[src/hdl/assert_macros.svh]
// Assertion macros shared by the sequencer RTL.
`ifndef ASSERT_MACROS_SVH
`define ASSERT_MACROS_SVH

// Checked at every rising clock edge outside reset.
`define FRS_ASSERT(name, prop, msg) \
  name: assert property (@(posedge clk_i) disable iff (!rst_ni) prop) else $error(msg);

// Checked at every rising clock edge, reset included.
`define FRS_ASSERT_ALWAYS(name, prop, msg) \
  name: assert property (@(posedge clk_i) prop) else $error(msg);

`endif

[src/hdl/frs_pkg.sv]
// Types and constants of the feeder reload and fire sequencer.
package frs_pkg;

  localparam int unsigned InWidth     = 69;
  localparam int unsigned InDataWidth = 72;
  localparam int unsigned OutWidth     = 38;
  localparam int unsigned OutDataWidth = 40;
  localparam int unsigned CfgIdxWidth  = 8;
  localparam int unsigned CfgDataWidth = 32;

  typedef enum logic [CfgIdxWidth-1:0] {
    CfgMaxFeedTicks  = 8'd0,
    CfgMaxStallCount = 8'd1,
    CfgReverseOffset = 8'd2,
    CfgFeedSpeed     = 8'd3,
    CfgReverseSpeed  = 8'd4,
    CfgFireOffset    = 8'd5,
    CfgFireSpeed     = 8'd6
  } cfg_idx_e;

  localparam logic [15:0] MaxFeedTicksRst  = 16'd1000;
  localparam logic [7:0]  MaxStallCountRst = 8'd3;

  typedef struct packed {
    logic [15:0]        max_feed_ticks;
    logic [7:0]         max_stall_count;
    logic signed [31:0] reverse_offset;
    logic signed [15:0] feed_speed;
    logic signed [15:0] reverse_speed;
    logic signed [31:0] fire_offset;
    logic signed [15:0] fire_speed;
  } cfg_t;

  // Input request, packed lowest field in the lowest bits.
  typedef struct packed {
    logic signed [31:0] limiter_position;
    logic signed [31:0] feeder_position;
    logic               feeder_stalled;
    logic               arm_pulse;
    logic               link_online;
    logic               burst_cmd;
    logic               single_cmd;
  } in_t;

  // Result request, packed lowest field in the lowest bits.
  typedef struct packed {
    logic               reload_done;
    logic               shot_done;
    logic               shot_busy;
    logic               init_done;
    logic               is_loaded;
    logic               drive_enable;
    logic signed [15:0] limiter_speed_target;
    logic signed [15:0] feeder_speed_target;
  } res_t;

endpackage

[src/hdl/feeder_reload_and_fire_sequencer_core.sv]
// Feeder reload and fire sequencer: top level with state, input and result registers.
//
// Channel  Direction  Handshake                    Payload
// s_axis   in         s_axis_tvalid_i/tready_o     control tick inputs, 72-bit tdata
// m_axis   out        m_axis_tvalid_o/tready_i     speed targets and status, 40-bit tdata
// cfg      in         cfg_valid_i/cfg_ready_o      register index and write data
//
// One request per clock cycle is accepted while results are taken, and one result is produced per request.
// Each request passes the input register and then the state update
// stage, which writes all sequencer state and the result register together.
// Reset (rst_ni low, asynchronous) clears sequencer state and valid flags and loads register defaults.
// A held result stalls the state update stage; the input register still takes
// one request, so upstream only sees ready low when both stages are full.
`include "assert_macros.svh"

module feeder_reload_and_fire_sequencer_core (
  input  logic                                clk_i,
  input  logic                                rst_ni,
  // [0] single_cmd, [1] burst_cmd, [2] link_online, [3] arm_pulse,
  // [4] feeder_stalled, [36:5] feeder_position, [68:37] limiter_position, zero pad
  input  logic [frs_pkg::InDataWidth-1:0]     s_axis_tdata_i,
  input  logic                                s_axis_tvalid_i,
  output logic                                s_axis_tready_o,
  // [15:0] feeder_speed_target, [31:16] limiter_speed_target, [32] drive_enable,
  // [33] is_loaded, [34] init_done, [35] shot_busy, [36] shot_done,
  // [37] reload_done, zero pad
  output logic [frs_pkg::OutDataWidth-1:0]    m_axis_tdata_o,
  output logic                                m_axis_tvalid_o,
  input  logic                                m_axis_tready_i,
  input  logic                                cfg_valid_i,
  output logic                                cfg_ready_o,
  input  logic [frs_pkg::CfgIdxWidth-1:0]     cfg_index_i,
  input  logic [frs_pkg::CfgDataWidth-1:0]    cfg_data_i
);

  typedef enum logic [1:0] {
    PhSleep   = 2'd0,
    PhFeed    = 2'd1,
    PhReverse = 2'd2
  } phase_e;

  typedef enum logic [1:0] {
    ShotIdle     = 2'd0,
    ShotRunning  = 2'd1,
    ShotFinished = 2'd2
  } shot_e;

  // Configuration registers. Writes are taken at any time; the user only
  // writes while the block is idle.
  frs_pkg::cfg_t cfg_q;

  assign cfg_ready_o = 1'b1;

  always_ff @(posedge clk_i or negedge rst_ni) begin
    if (!rst_ni) begin
      cfg_q <= '{max_feed_ticks:  frs_pkg::MaxFeedTicksRst,
                 max_stall_count: frs_pkg::MaxStallCountRst,
                 default:         '0};
    end else if (cfg_valid_i) begin
      unique case (cfg_index_i)
        frs_pkg::CfgMaxFeedTicks:  cfg_q.max_feed_ticks  <= cfg_data_i[15:0];
        frs_pkg::CfgMaxStallCount: cfg_q.max_stall_count <= cfg_data_i[7:0];
        frs_pkg::CfgReverseOffset: cfg_q.reverse_offset  <= cfg_data_i;
        frs_pkg::CfgFeedSpeed:     cfg_q.feed_speed      <= cfg_data_i[15:0];
        frs_pkg::CfgReverseSpeed:  cfg_q.reverse_speed   <= cfg_data_i[15:0];
        frs_pkg::CfgFireOffset:    cfg_q.fire_offset     <= cfg_data_i;
        frs_pkg::CfgFireSpeed:     cfg_q.fire_speed      <= cfg_data_i[15:0];
        default: ;
      endcase
    end
  end

  // Handshake. The state stage advances when it holds a request and the
  // result register is free or being emptied this cycle.
  logic          in_valid_q;
  frs_pkg::in_t  in_q;
  logic          out_valid_q;
  frs_pkg::res_t res_q;
  frs_pkg::res_t res_d;
  logic          advance;

  assign advance         = in_valid_q && (!out_valid_q || m_axis_tready_i);
  assign s_axis_tready_o = !in_valid_q || advance;

  always_ff @(posedge clk_i or negedge rst_ni) begin
    if (!rst_ni) begin
      in_valid_q <= 1'b0;
    end else if (s_axis_tready_o) begin
      in_valid_q <= s_axis_tvalid_i;
    end
  end

  always_ff @(posedge clk_i) begin
    if (s_axis_tready_o && s_axis_tvalid_i) begin
      in_q <= s_axis_tdata_i[frs_pkg::InWidth-1:0];
    end
  end

  // Sequencer state.
  phase_e             phase_q, phase_d;
  logic [15:0]        ftc_q, ftc_d;
  logic [7:0]         stall_cnt_q, stall_cnt_d;
  logic signed [31:0] rev_target_q, rev_target_d;
  logic signed [15:0] feed_spd_q, feed_spd_d;
  logic               fire_phase_q, fire_phase_d;
  logic signed [31:0] fire_target_q, fire_target_d;
  logic signed [15:0] lim_spd_q, lim_spd_d;
  logic               loaded_q, loaded_d;
  logic               init_q, init_d;
  shot_e              shot_q, shot_d;
  logic               armed_q, armed_d;
  logic               burst_q, burst_d;

  // One reload step computed from the current state. Whether it is applied
  // is decided below, so at most one step happens per request.
  phase_e             rl_phase;
  logic [15:0]        rl_ftc;
  logic [7:0]         rl_stall_cnt;
  logic signed [31:0] rl_rev_target;
  logic signed [15:0] rl_feed_spd;
  logic               rl_done;
  logic [8:0]         stall_inc;

  always_comb begin
    rl_phase      = phase_q;
    rl_ftc        = ftc_q;
    rl_stall_cnt  = stall_cnt_q;
    rl_rev_target = rev_target_q;
    rl_feed_spd   = feed_spd_q;
    rl_done       = 1'b0;
    stall_inc     = {1'b0, stall_cnt_q} + 9'd1;
    unique case (phase_q)
      PhSleep: begin
        rl_phase = PhFeed;
      end
      PhFeed: begin
        if (!in_q.feeder_stalled) begin
          if (ftc_q >= cfg_q.max_feed_ticks) begin
            rl_done = 1'b1;
          end else begin
            rl_feed_spd = cfg_q.feed_speed;
            rl_ftc      = ftc_q + 16'd1;
          end
        end else begin
          rl_stall_cnt = stall_inc[7:0];
          if (stall_inc < {1'b0, cfg_q.max_stall_count}) begin
            rl_rev_target = in_q.feeder_position + cfg_q.reverse_offset;
            rl_phase      = PhReverse;
          end else begin
            rl_done = 1'b1;
          end
        end
      end
      PhReverse: begin
        if (in_q.feeder_stalled || (in_q.feeder_position <= rev_target_q)) begin
          rl_phase = PhFeed;
        end else begin
          rl_feed_spd = cfg_q.reverse_speed;
        end
      end
      default: ;
    endcase
    if (rl_done) begin
      rl_ftc       = '0;
      rl_feed_spd  = '0;
      rl_stall_cnt = '0;
      rl_phase     = PhSleep;
    end
  end

  // Per-request update in program order: arm latch, fire sequencer,
  // continuous fire, then online, init and reload handling.
  logic step_en;
  logic reload_done;
  logic shot_done;

  always_comb begin
    armed_d       = armed_q | in_q.arm_pulse;
    shot_d        = shot_q;
    fire_phase_d  = fire_phase_q;
    fire_target_d = fire_target_q;
    lim_spd_d     = lim_spd_q;
    loaded_d      = loaded_q;
    init_d        = init_q;
    burst_d       = burst_q;
    shot_done     = 1'b0;
    reload_done   = 1'b0;
    step_en       = 1'b0;

    if ((in_q.single_cmd && loaded_q && armed_d) || (shot_q == ShotRunning)) begin
      shot_d = ShotRunning;
      if (!fire_phase_q) begin
        fire_target_d = in_q.limiter_position + cfg_q.fire_offset;
        fire_phase_d  = 1'b1;
      end else if (in_q.limiter_position <= fire_target_q) begin
        lim_spd_d    = '0;
        fire_phase_d = 1'b0;
        loaded_d     = 1'b0;
        shot_d       = ShotFinished;
        armed_d      = 1'b0;
        shot_done    = 1'b1;
      end else begin
        lim_spd_d = cfg_q.fire_speed;
      end
    end

    // Continuous fire keeps reloading and uses up the request's reload step.
    if (in_q.burst_cmd) begin
      lim_spd_d   = cfg_q.fire_speed;
      step_en     = 1'b1;
      reload_done = rl_done;
      burst_d     = 1'b1;
    end else if (burst_q) begin
      lim_spd_d = '0;
      burst_d   = 1'b0;
      loaded_d  = 1'b0;
    end

    if (!in_q.link_online) begin
      init_d = 1'b0;
    end else if (!init_q) begin
      if (!in_q.burst_cmd) begin
        step_en = 1'b1;
        if (rl_done) begin
          reload_done = 1'b1;
          init_d      = 1'b1;
          loaded_d    = 1'b1;
        end
      end
    end else if (!loaded_d) begin
      if (!in_q.burst_cmd) begin
        step_en = 1'b1;
        if (rl_done) begin
          reload_done = 1'b1;
          loaded_d    = 1'b1;
        end
      end
    end

    phase_d      = step_en ? rl_phase      : phase_q;
    ftc_d        = step_en ? rl_ftc        : ftc_q;
    stall_cnt_d  = step_en ? rl_stall_cnt  : stall_cnt_q;
    rev_target_d = step_en ? rl_rev_target : rev_target_q;
    feed_spd_d   = step_en ? rl_feed_spd   : feed_spd_q;

    // Speed targets are forced to zero while the link is down.
    res_d.feeder_speed_target  = in_q.link_online ? feed_spd_d : '0;
    res_d.limiter_speed_target = in_q.link_online ? lim_spd_d : '0;
    res_d.drive_enable         = in_q.link_online;
    res_d.is_loaded            = loaded_d;
    res_d.init_done            = init_d;
    res_d.shot_busy            = (shot_d == ShotRunning);
    res_d.shot_done            = shot_done;
    res_d.reload_done          = reload_done;
  end

  always_ff @(posedge clk_i or negedge rst_ni) begin
    if (!rst_ni) begin
      phase_q       <= PhSleep;
      ftc_q         <= '0;
      stall_cnt_q   <= '0;
      rev_target_q  <= '0;
      feed_spd_q    <= '0;
      fire_phase_q  <= 1'b0;
      fire_target_q <= '0;
      lim_spd_q     <= '0;
      loaded_q      <= 1'b0;
      init_q        <= 1'b0;
      shot_q        <= ShotIdle;
      armed_q       <= 1'b0;
      burst_q       <= 1'b0;
      out_valid_q   <= 1'b0;
    end else if (advance) begin
      phase_q       <= phase_d;
      ftc_q         <= ftc_d;
      stall_cnt_q   <= stall_cnt_d;
      rev_target_q  <= rev_target_d;
      feed_spd_q    <= feed_spd_d;
      fire_phase_q  <= fire_phase_d;
      fire_target_q <= fire_target_d;
      lim_spd_q     <= lim_spd_d;
      loaded_q      <= loaded_d;
      init_q        <= init_d;
      shot_q        <= shot_d;
      armed_q       <= armed_d;
      burst_q       <= burst_d;
      out_valid_q   <= 1'b1;
    end else if (m_axis_tready_i) begin
      out_valid_q <= 1'b0;
    end
  end

  always_ff @(posedge clk_i) begin
    if (advance) begin
      res_q <= res_d;
    end
  end

  assign m_axis_tvalid_o = out_valid_q;
  assign m_axis_tdata_o  = {{(frs_pkg::OutDataWidth - frs_pkg::OutWidth){1'b0}}, res_q};

  // The limiter move runs exactly while a single shot is running. The state
  // is only defined once reset has been seen, so reset cycles pass.
  `FRS_ASSERT_ALWAYS(a_fire_phase_matches_shot,
                     !rst_ni || (fire_phase_q == (shot_q == ShotRunning)),
                     "fire phase out of step with shot state")
  // A completed reload always leaves the sequencer asleep.
  `FRS_ASSERT(a_reload_done_sleeps,
              (advance && res_d.reload_done) |=> (phase_q == PhSleep),
              "reload done but sequencer not asleep")
  // Stall count stays below its wrap point, so the 8-bit counter is enough.
  `FRS_ASSERT_ALWAYS(a_stall_cnt_range, !rst_ni || (stall_cnt_q != 8'hFF),
                     "stall count reached wrap point")
  // With drive disabled both speed targets leave as zero.
  `FRS_ASSERT(a_drive_off_zero,
              (out_valid_q && !res_q.drive_enable) |->
                ((res_q.feeder_speed_target == '0) && (res_q.limiter_speed_target == '0)),
              "speed target nonzero with drive off")

endmodule
[config.mk]
export PLATFORM = sky130hd
export DESIGN_NAME = feeder_reload_and_fire_sequencer_core
export DESIGN_NICKNAME = d
export VERILOG_FILES = /design/src/hdl/frs_pkg.sv /design/src/hdl/feeder_reload_and_fire_sequencer_core.sv
export VERILOG_INCLUDE_DIRS = /design/src /design/src/hdl
export SDC_FILE = /design/constraint.sdc
export NUM_CORES = 1
export LEC_CHECK = 0
export BUFFER_PORTS_ARGS = -buffer_cell sky130_fd_sc_hd__buf_2
export CAP_MARGIN = 30
export CORE_MARGIN = 2
export CORE_UTILIZATION = 55
export CTS_BUF_LIST = sky130_fd_sc_hd__clkbuf_4
export CTS_CLUSTER_SIZE = 28
export DETAILED_ROUTE_END_ITERATION = 10
export PLACE_DENSITY = 0.74
export REMOVE_ABC_BUFFERS = 1
export SLEW_MARGIN = 20
export SYNTH_ARGS = -nofsm -noshare
export SYNTH_HDL_FRONTEND = slang
export SYNTH_SLANG_ARGS = --single-unit
[constraint.sdc]
create_clock -name clk_i -period 4.4 [get_ports clk_i]
set_input_delay 0.22 -clock clk_i [delete_from_list [all_inputs] [get_ports clk_i]]
set_output_delay 0.22 -clock clk_i [all_outputs]
set_load 0.03 [all_outputs]
After elaboration in Yosys (flattened, before gate mapping):

Cells that the tools add are included.

* register bits: 374
* output and inout port bits: 43
* logic and storage cells: 155

* add/subtract/negate cells: 4
* $lt $le $gt $ge: 4
* equal/unequal tests: 15
* mux-type cells: 63
* bitwise operators: 2
* reductions and logical operators: 30

Operators by type and width (count)
* $mux W16: 14
* $add A32 B32 Y32: 2
* $le A32 B32 Y1: 2
* $mux W1: 37
* $pmux W16 S2: 1
* $eq A8 B3 Y1 const B: 3
* $mux W8: 3
* $reduce_and A2 Y1: 9
* $add A16 B1 Y16 const B: 1
* $eq A8 B2 Y1 const B: 2
* $ge A16 B16 Y1: 1
* $mux W2: 7
* $reduce_and A5 Y1: 2
* $add A8 B1 Y9 const B: 1
* $lt A9 B8 Y1: 1
* $ne A3 B3 Y1 const B: 3
* $eq A8 B1 Y1 const B: 1
* $logic_not A8 Y1: 1
* $eq A2 B1 Y1 const B: 3
* $pmux W2 S3: 1
* $reduce_and A6 Y1: 1
* $reduce_bool A2 Y1: 3
* $logic_and A1 B1 Y1: 4
* $logic_or A1 B1 Y1: 4
* other kinds (10): 11

Longest topological paths before layout:

* depth after elaboration: 11
* mapped depth: 14

Worst setup path before layout:

No wires, ideal clock.

* path kind: register -> register
* start point: register in_q[36] (netlist bit)
* end point: register res_q, in the netlist m_axis_tdata_o[4] (data pin)
* library setup time: 266 ps
* arrival: 2913 ps
* setup slack: 1221 ps
* stages on the path, launching flop included: 12
* buffers on the path: 1
* clock period less this slack: 3179 ps
* cell sequence: edfxtp_1 -> ha_1 -> nand4_1 -> nor2_1 -> o2bb2ai_1 -> or4_1 -> a21oi_1 -> mux2i_1 -> clkbuf_1 -> o2111ai_1 -> o22ai_1 -> nor2_1

* cells in the longest elaborated chain, start to end: 6

RTL lines
* from (decl): line feeder_reload_and_fire_sequencer_core.sv:76 `frs_pkg::in_t in_q;`
* from (signal assigned): line feeder_reload_and_fire_sequencer_core.sv:95 `in_q <= s_axis_tdata_i[frs_pkg::InWidth-1:0];`
* $le A32 B32 Y1: line feeder_reload_and_fire_sequencer_core.sv:155 `if (in_q.feeder_stalled || (in_q.feeder_position <= rev_target_q)) begin`
* $logic_or A1 B1 Y1: line feeder_reload_and_fire_sequencer_core.sv:155
* $mux W16: line feeder_reload_and_fire_sequencer_core.sv:155
* $pmux W16 S2: line feeder_reload_and_fire_sequencer_core.sv:132 `unique case (phase_q)`
* $mux W16: line feeder_reload_and_fire_sequencer_core.sv:163 `if (rl_done) begin`
* $mux W16: line feeder_reload_and_fire_sequencer_core.sv:244 `feed_spd_d = step_en ? rl_feed_spd : feed_spd_q;`
* to (signal assigned): line feeder_reload_and_fire_sequencer_core.sv:295 `res_q <= res_d;`
* to (decl): line feeder_reload_and_fire_sequencer_core.sv:78 `frs_pkg::res_t res_q;`

Every way passes these cells.
A chain may end at the register's enable or synchronous reset.

Final worst setup path:

* start point: register in_q[68] (netlist bit)
* end point: register ftc_q[13]

* cells in the longest elaborated chain, start to end: 10

RTL lines
* $le A32 B32 Y1 (*): line feeder_reload_and_fire_sequencer_core.sv:195 `end else if (in_q.limiter_position <= fire_target_q) begin`
* $mux W1 (*): line feeder_reload_and_fire_sequencer_core.sv:195
* $mux W1 (*): line feeder_reload_and_fire_sequencer_core.sv:192 `if (!fire_phase_q) begin`
* $mux W1 (*): line feeder_reload_and_fire_sequencer_core.sv:190 `if ((in_q.single_cmd && loaded_q && armed_d) || (shot_q == ShotRunning)) begin`
* $mux W1: line feeder_reload_and_fire_sequencer_core.sv:213 `end else if (burst_q) begin`
* $mux W1 (*): line feeder_reload_and_fire_sequencer_core.sv:208 `if (in_q.burst_cmd) begin`
* $mux W1 (*): line feeder_reload_and_fire_sequencer_core.sv:230 `end else if (!loaded_d) begin`
* $mux W1 (*): line feeder_reload_and_fire_sequencer_core.sv:221 `end else if (!init_q) begin`
* $mux W1 (*): line feeder_reload_and_fire_sequencer_core.sv:219 `if (!in_q.link_online) begin`
* $reduce_and A5 Y1 (no source line) (*)
* to (signal assigned): line feeder_reload_and_fire_sequencer_core.sv:275 `ftc_q <= ftc_d;`
* to (decl): line feeder_reload_and_fire_sequencer_core.sv:101 `logic [15:0] ftc_q, ftc_d;`

Mark *: on every way between the ends. The rest lies on a longest branch, timed or not.

==> implementation parameters <==
Parameter                              Value

Synthesis
  Number of instances in the synthesized netlist ... 1937
  Fraction of the mapped netlist area in adder cells ... 0.0983
  Share of synthesized area spent on multiplexers ... 0.0762
  Total of flip-flops plus latches after synthesis ... 374
  Mean post-synth cell area ... between 10 and 15 um^2
  Synthesized-area fraction occupied by and/or/nand/nor cells ... 0.115
  Post-synthesis cell type with the largest combined area ... sky130_fd_sc_hd__dfrtp_1
  Async SR Flop Fraction ... 0.714
  Commonest cells post-synth ... sky130_fd_sc_hd__dfrtp_1, sky130_fd_sc_hd__nand2_1, sky130_fd_sc_hd__o21ai_0, sky130_fd_sc_hd__ha_1, sky130_fd_sc_hd__inv_1
  YS warnings ... 0
  Most area-consuming cells after synthesis ... sky130_fd_sc_hd__dfrtp_1, sky130_fd_sc_hd__edfxtp_1, sky130_fd_sc_hd__ha_1
  Most frequent cell after synthesis ... sky130_fd_sc_hd__dfrtp_1
  Predominant post-synthesis flop cell ... sky130_fd_sc_hd__dfrtp_1
  Post-Synthesis Cell Area ... 20100 um^2
  Fraction of the yosys area taken by sequential cells ... 0.492
  Synthesized-area fraction occupied by xor and xnor cells ... 0.0243
  Compound-gate portion of the synthesized area ... 0.154
  Number of enable flip-flop cells after synthesis ... 107
  Library cells used by synthesis ... between 70 and 80
  Main combinational cell family by area after synthesis ... compound AO/OA/AOI/OAI gates
  Top cell type's share of synthesized area ... 0.322

Pwr
  Clock network power share ... 0.400
  Power density cells ... roughly 330 nW/um^2
  Sequential share of power ... 0.484
  Worst supply voltage drop on vdd ... ~0.24 mV
  Cell-internal power ... approximately 5.8 mW
  Power dissipated by switching net loads ... between 2 and 2.5 mW
  Proportion of total power due to net switching ... 0.266
  Part of the power in combinational logic ... 0.116
  Total leakage power ... 10.9 nW

Clocking
  Clock input transition at the sequential cells of the worst setup and hold paths ... 70 ps
  Number of clock sinks seen by CTS ... 374
  Number of resized instances in the post-cts repair step ... 0
  Maximum level of the CTS H-tree ... 3
  Max Buffers Root-to-Sink ... 3
  Clock Tree Root ... sky130_fd_sc_hd__clkbuf_4
  CTS tree ... done
  TritonCTS Buffers ... between 90 and 100
  Insertion delay to the later sink of the worst-skew pair ... between 800 and 900 ps

STA
  Slew at the pin closest to its max-slew limit ... approximately 1000 ps
  Fmax ... ~270 MHz
  Normalized max-slew margin ... 0.310
  Number of hold violations in the final report ... 0
  Setup repair after global routing missed its margin ... false
  Pins over their slew limit ... 0
  Share of the clock period used by the worst path ... 0.852
  Final setup violation count ... 0
  Maximum clock skew at final layout ... 44.1 ps
  Worst hold slack ... between 70 and 80 ps
  Min Clock Period, post-route ... 3750 ps

Finish
  Fillers ... about 2900
  Number of nets at the end of the flow ... around 2500
  Multi-input gate area ... between 9000 and 10000 um^2
  Sequential standard cell area ... around 9900 um^2
  Fraction of final layout cells sized beyond drive strength 1 ... 0.219
  Finished layout cell area ... roughly 24000 um^2
  Fin cells ... approximately 2800
  Final cell utilization of the core ... 0.660
  Synth-to-layout area growth ... 19.0%

Placement
  Quantity of I/O buffers inserted on ports ... roughly 150
  Placed cells ... between 2000 and 3000
  Sum of net half-perimeters after detailed placement ... 34.2 mm
  Instance area at placement ... between 20000 and 25000 um^2
  RD Place Congestion ... 0.924

Setup path
  Slack of the worst reg-to-reg path ... about 650 ps
  Critical path endpoint category ... flop
  Req. time, crit path ... just over 5000 ps
  Worst-path fanout max ... 18
  Signal arrival time at the worst endpoint ... ~4500 ps
  Capturing point of the worst reg2reg path ... ftc_q[13]
  Worst-case reg-to-reg path depth ... 10
  Worst Setup Start Kind ... flop
  RR Startpoint ... in_q[68]
  Path type of the worst setup path ... reg2reg

Route
  Wire length reported by the detailed router ... approximately 51 mm
  Number of vias in the routed layout ... about 16000
  Average wire per standard cell ... around 18 um
  Post-route DRC ... 0
  Avg Vias per Cell ... ~5.8
  Iter 0 DRT Violations ... just over 1000
  Final ANT Viol Nets ... 0
  Number of detailed-route iterations in the first pass ... 5

Global routing
  Combined global-route utilization of all metal layers ... 0.273
  Initial antenna violation count ... 6
  Number of global-route vias before repair ... 16400
  Global route total overflow ... 0
  First-pass GRT wire length ... between 80 and 90 mm
  Maximum number of pins on one net before global-route repair ... 120

Floorplanning
  Initial standard-cell utilization of the core ... 0.554
  Standard cell core area ... 36300 um^2
  Total die area ... 38200 um^2
  Die outline width ... between 150 and 200 um
  Number of I/O pins ... 160
  Height of the die ... just under 200 um
  Row cnt ... 70

Min path
  Type of the worst min-delay path ... in2async

Outcome
  Outcome ... finished clean

Job
  Max-cap violations ... 0
## per-layer routing
metal / vias up / global-route usage / share of wire
li1: 7682 / - / -
met1: 7761 / 0.342 / 0.42
met2: 586 / 0.441 / 0.47
met3: 161 / 0.0660 / 0.066
met4: 2 / 0.146 / 0.050
met5: - / 0 / 0.00027
## area by class of cell
| type | instances | share of cell area |
|---|---|---|
| antenna | 6 | 0.000626 |
| tap | 468 | 0.0244 |
| inverter | 142 | 0.0222 |
| clock buffer | 155 | 0.0485 |
| clock inverter | 23 | 0.00621 |
| sequential | 374 | 0.413 |
| timing repair buffer | 299 | 0.0909 |
| multi-input combinational | 1349 | 0.394 |
## through the flow
step	setup TNS [ps]	total power, mW	worst slack [ps]
after floorplan	-148	4.40	-148
after global placement	0	4.70	843
after detailed placement	0	4.74	703
after CTS	0	7.99	710
after global routing	0	8.31	475
final	0	7.93	650
## registers in the layout (all words and copies together) (netlist names), 8 cells and up
register / flops
rev_target_q: 32
cfg_q: 136
lim_spd_q: 16
feed_spd_q: 16
in_q: 69
ftc_q: 16
stall_cnt_q: 8
m_axis_tdata_o: 38
fire_target_q: 32
## placed cells by master, fill, tap and decap left out, types with 7 or more instances in the layout
| cell | instances |
|---|---|
| sky130_fd_sc_hd__buf_2 | 152 |
| sky130_fd_sc_hd__o2111ai_1 | 17 |
| sky130_fd_sc_hd__dlygate4sd3_1 | 115 |
| sky130_fd_sc_hd__xnor2_1 | 33 |
| sky130_fd_sc_hd__o21ai_0 | 163 |
| sky130_fd_sc_hd__inv_1 | 141 |
| sky130_fd_sc_hd__nor2b_1 | 7 |
| sky130_fd_sc_hd__dfstp_2 | 8 |
| sky130_fd_sc_hd__and3_1 | 10 |
| sky130_fd_sc_hd__clkbuf_4 | 155 |
| sky130_fd_sc_hd__nand2_1 | 197 |
| sky130_fd_sc_hd__a22o_1 | 17 |
| sky130_fd_sc_hd__nand4_1 | 16 |
| sky130_fd_sc_hd__buf_4 | 29 |
| sky130_fd_sc_hd__o22ai_1 | 18 |
| sky130_fd_sc_hd__a22oi_1 | 16 |
| sky130_fd_sc_hd__nand2b_1 | 22 |
| sky130_fd_sc_hd__or4_1 | 8 |
| sky130_fd_sc_hd__o31ai_1 | 17 |
| sky130_fd_sc_hd__nand3_1 | 45 |
| sky130_fd_sc_hd__o211ai_1 | 15 |
| sky130_fd_sc_hd__mux2_2 | 131 |
| sky130_fd_sc_hd__nor3b_1 | 9 |
| sky130_fd_sc_hd__nor2_1 | 118 |
| sky130_fd_sc_hd__a21o_1 | 22 |
| sky130_fd_sc_hd__ha_1 | 155 |
| sky130_fd_sc_hd__clkinv_1 | 14 |
| sky130_fd_sc_hd__or3_1 | 7 |
| sky130_fd_sc_hd__or2_2 | 8 |
| sky130_fd_sc_hd__xor2_1 | 23 |
| sky130_fd_sc_hd__nor3_1 | 13 |
| sky130_fd_sc_hd__a21oi_1 | 132 |
| sky130_fd_sc_hd__nor4_1 | 8 |
| sky130_fd_sc_hd__dfrtp_1 | 259 |
| sky130_fd_sc_hd__a211oi_1 | 15 |
| sky130_fd_sc_hd__o21bai_1 | 8 |
| sky130_fd_sc_hd__edfxtp_1 | 107 |
| sky130_fd_sc_hd__o21a_1 | 14 |
## power groups by stage
| stage | sequential [mW] | clock [mW] | combinational (mW) |
|---|---|---|---|
| 6_report | 3.84 | 3.18 | 0.920 |
| 5_1_grt | 3.85 | 3.44 | 1.02 |
| 4_1_cts | 3.84 | 3.24 | 0.910 |
| 3_5_place_dp | 3.90 | 0 | 0.832 |
| 3_3_place_gp | 3.90 | 0 | 0.806 |
| 2_1_floorplan | 3.92 | 0 | 0.483 |
## how the worst max path moves through the flow
stage,from,end,slack (ps),cells after the start
2_1_floorplan,m_axis_tvalid_o,rev_target_q[0],-150,5
6_report,in_q[68],ftc_q[13],650,10
4_1_cts,in_q[54],ftc_q[13],710,10
5_1_grt,in_q[57],ftc_q[14],480,10
3_3_place_gp,cfg_q[127],stall_cnt_q[0],840,13
3_5_place_dp,cfg_q[127],stall_cnt_q[0],700,13
## cell families after synthesis
| group | after synthesis |
|---|---|
| DFF | 374 |
| other | 2 |
| xor gates and xnor gates | 56 |
| adders and majority gates | 157 |
| and+or+nand+nor | 496 |
| muxes | 137 |
| AOI/OAI and AO/OA | 500 |
| buffers and inverters | 215 |
## repair_timing
action,4_1_cts,5_1_grt
hold endpoints to repair,322,5
hold buffers,113,2
setup buffers,0,0
## critical path, stage by stage (launching register included)
cell and delay (ps):
sky130_fd_sc_hd__edfxtp_1 420, sky130_fd_sc_hd__ha_1 420, sky130_fd_sc_hd__and3_1 240, sky130_fd_sc_hd__and3_4 190, sky130_fd_sc_hd__a31oi_1 260, sky130_fd_sc_hd__and2_1 240, sky130_fd_sc_hd__a21oi_2 120, sky130_fd_sc_hd__a21o_1 320
sky130_fd_sc_hd__or3_1 680, sky130_fd_sc_hd__or4_1 600, sky130_fd_sc_hd__a21oi_1 180
(Power assumes the default switching activity.)
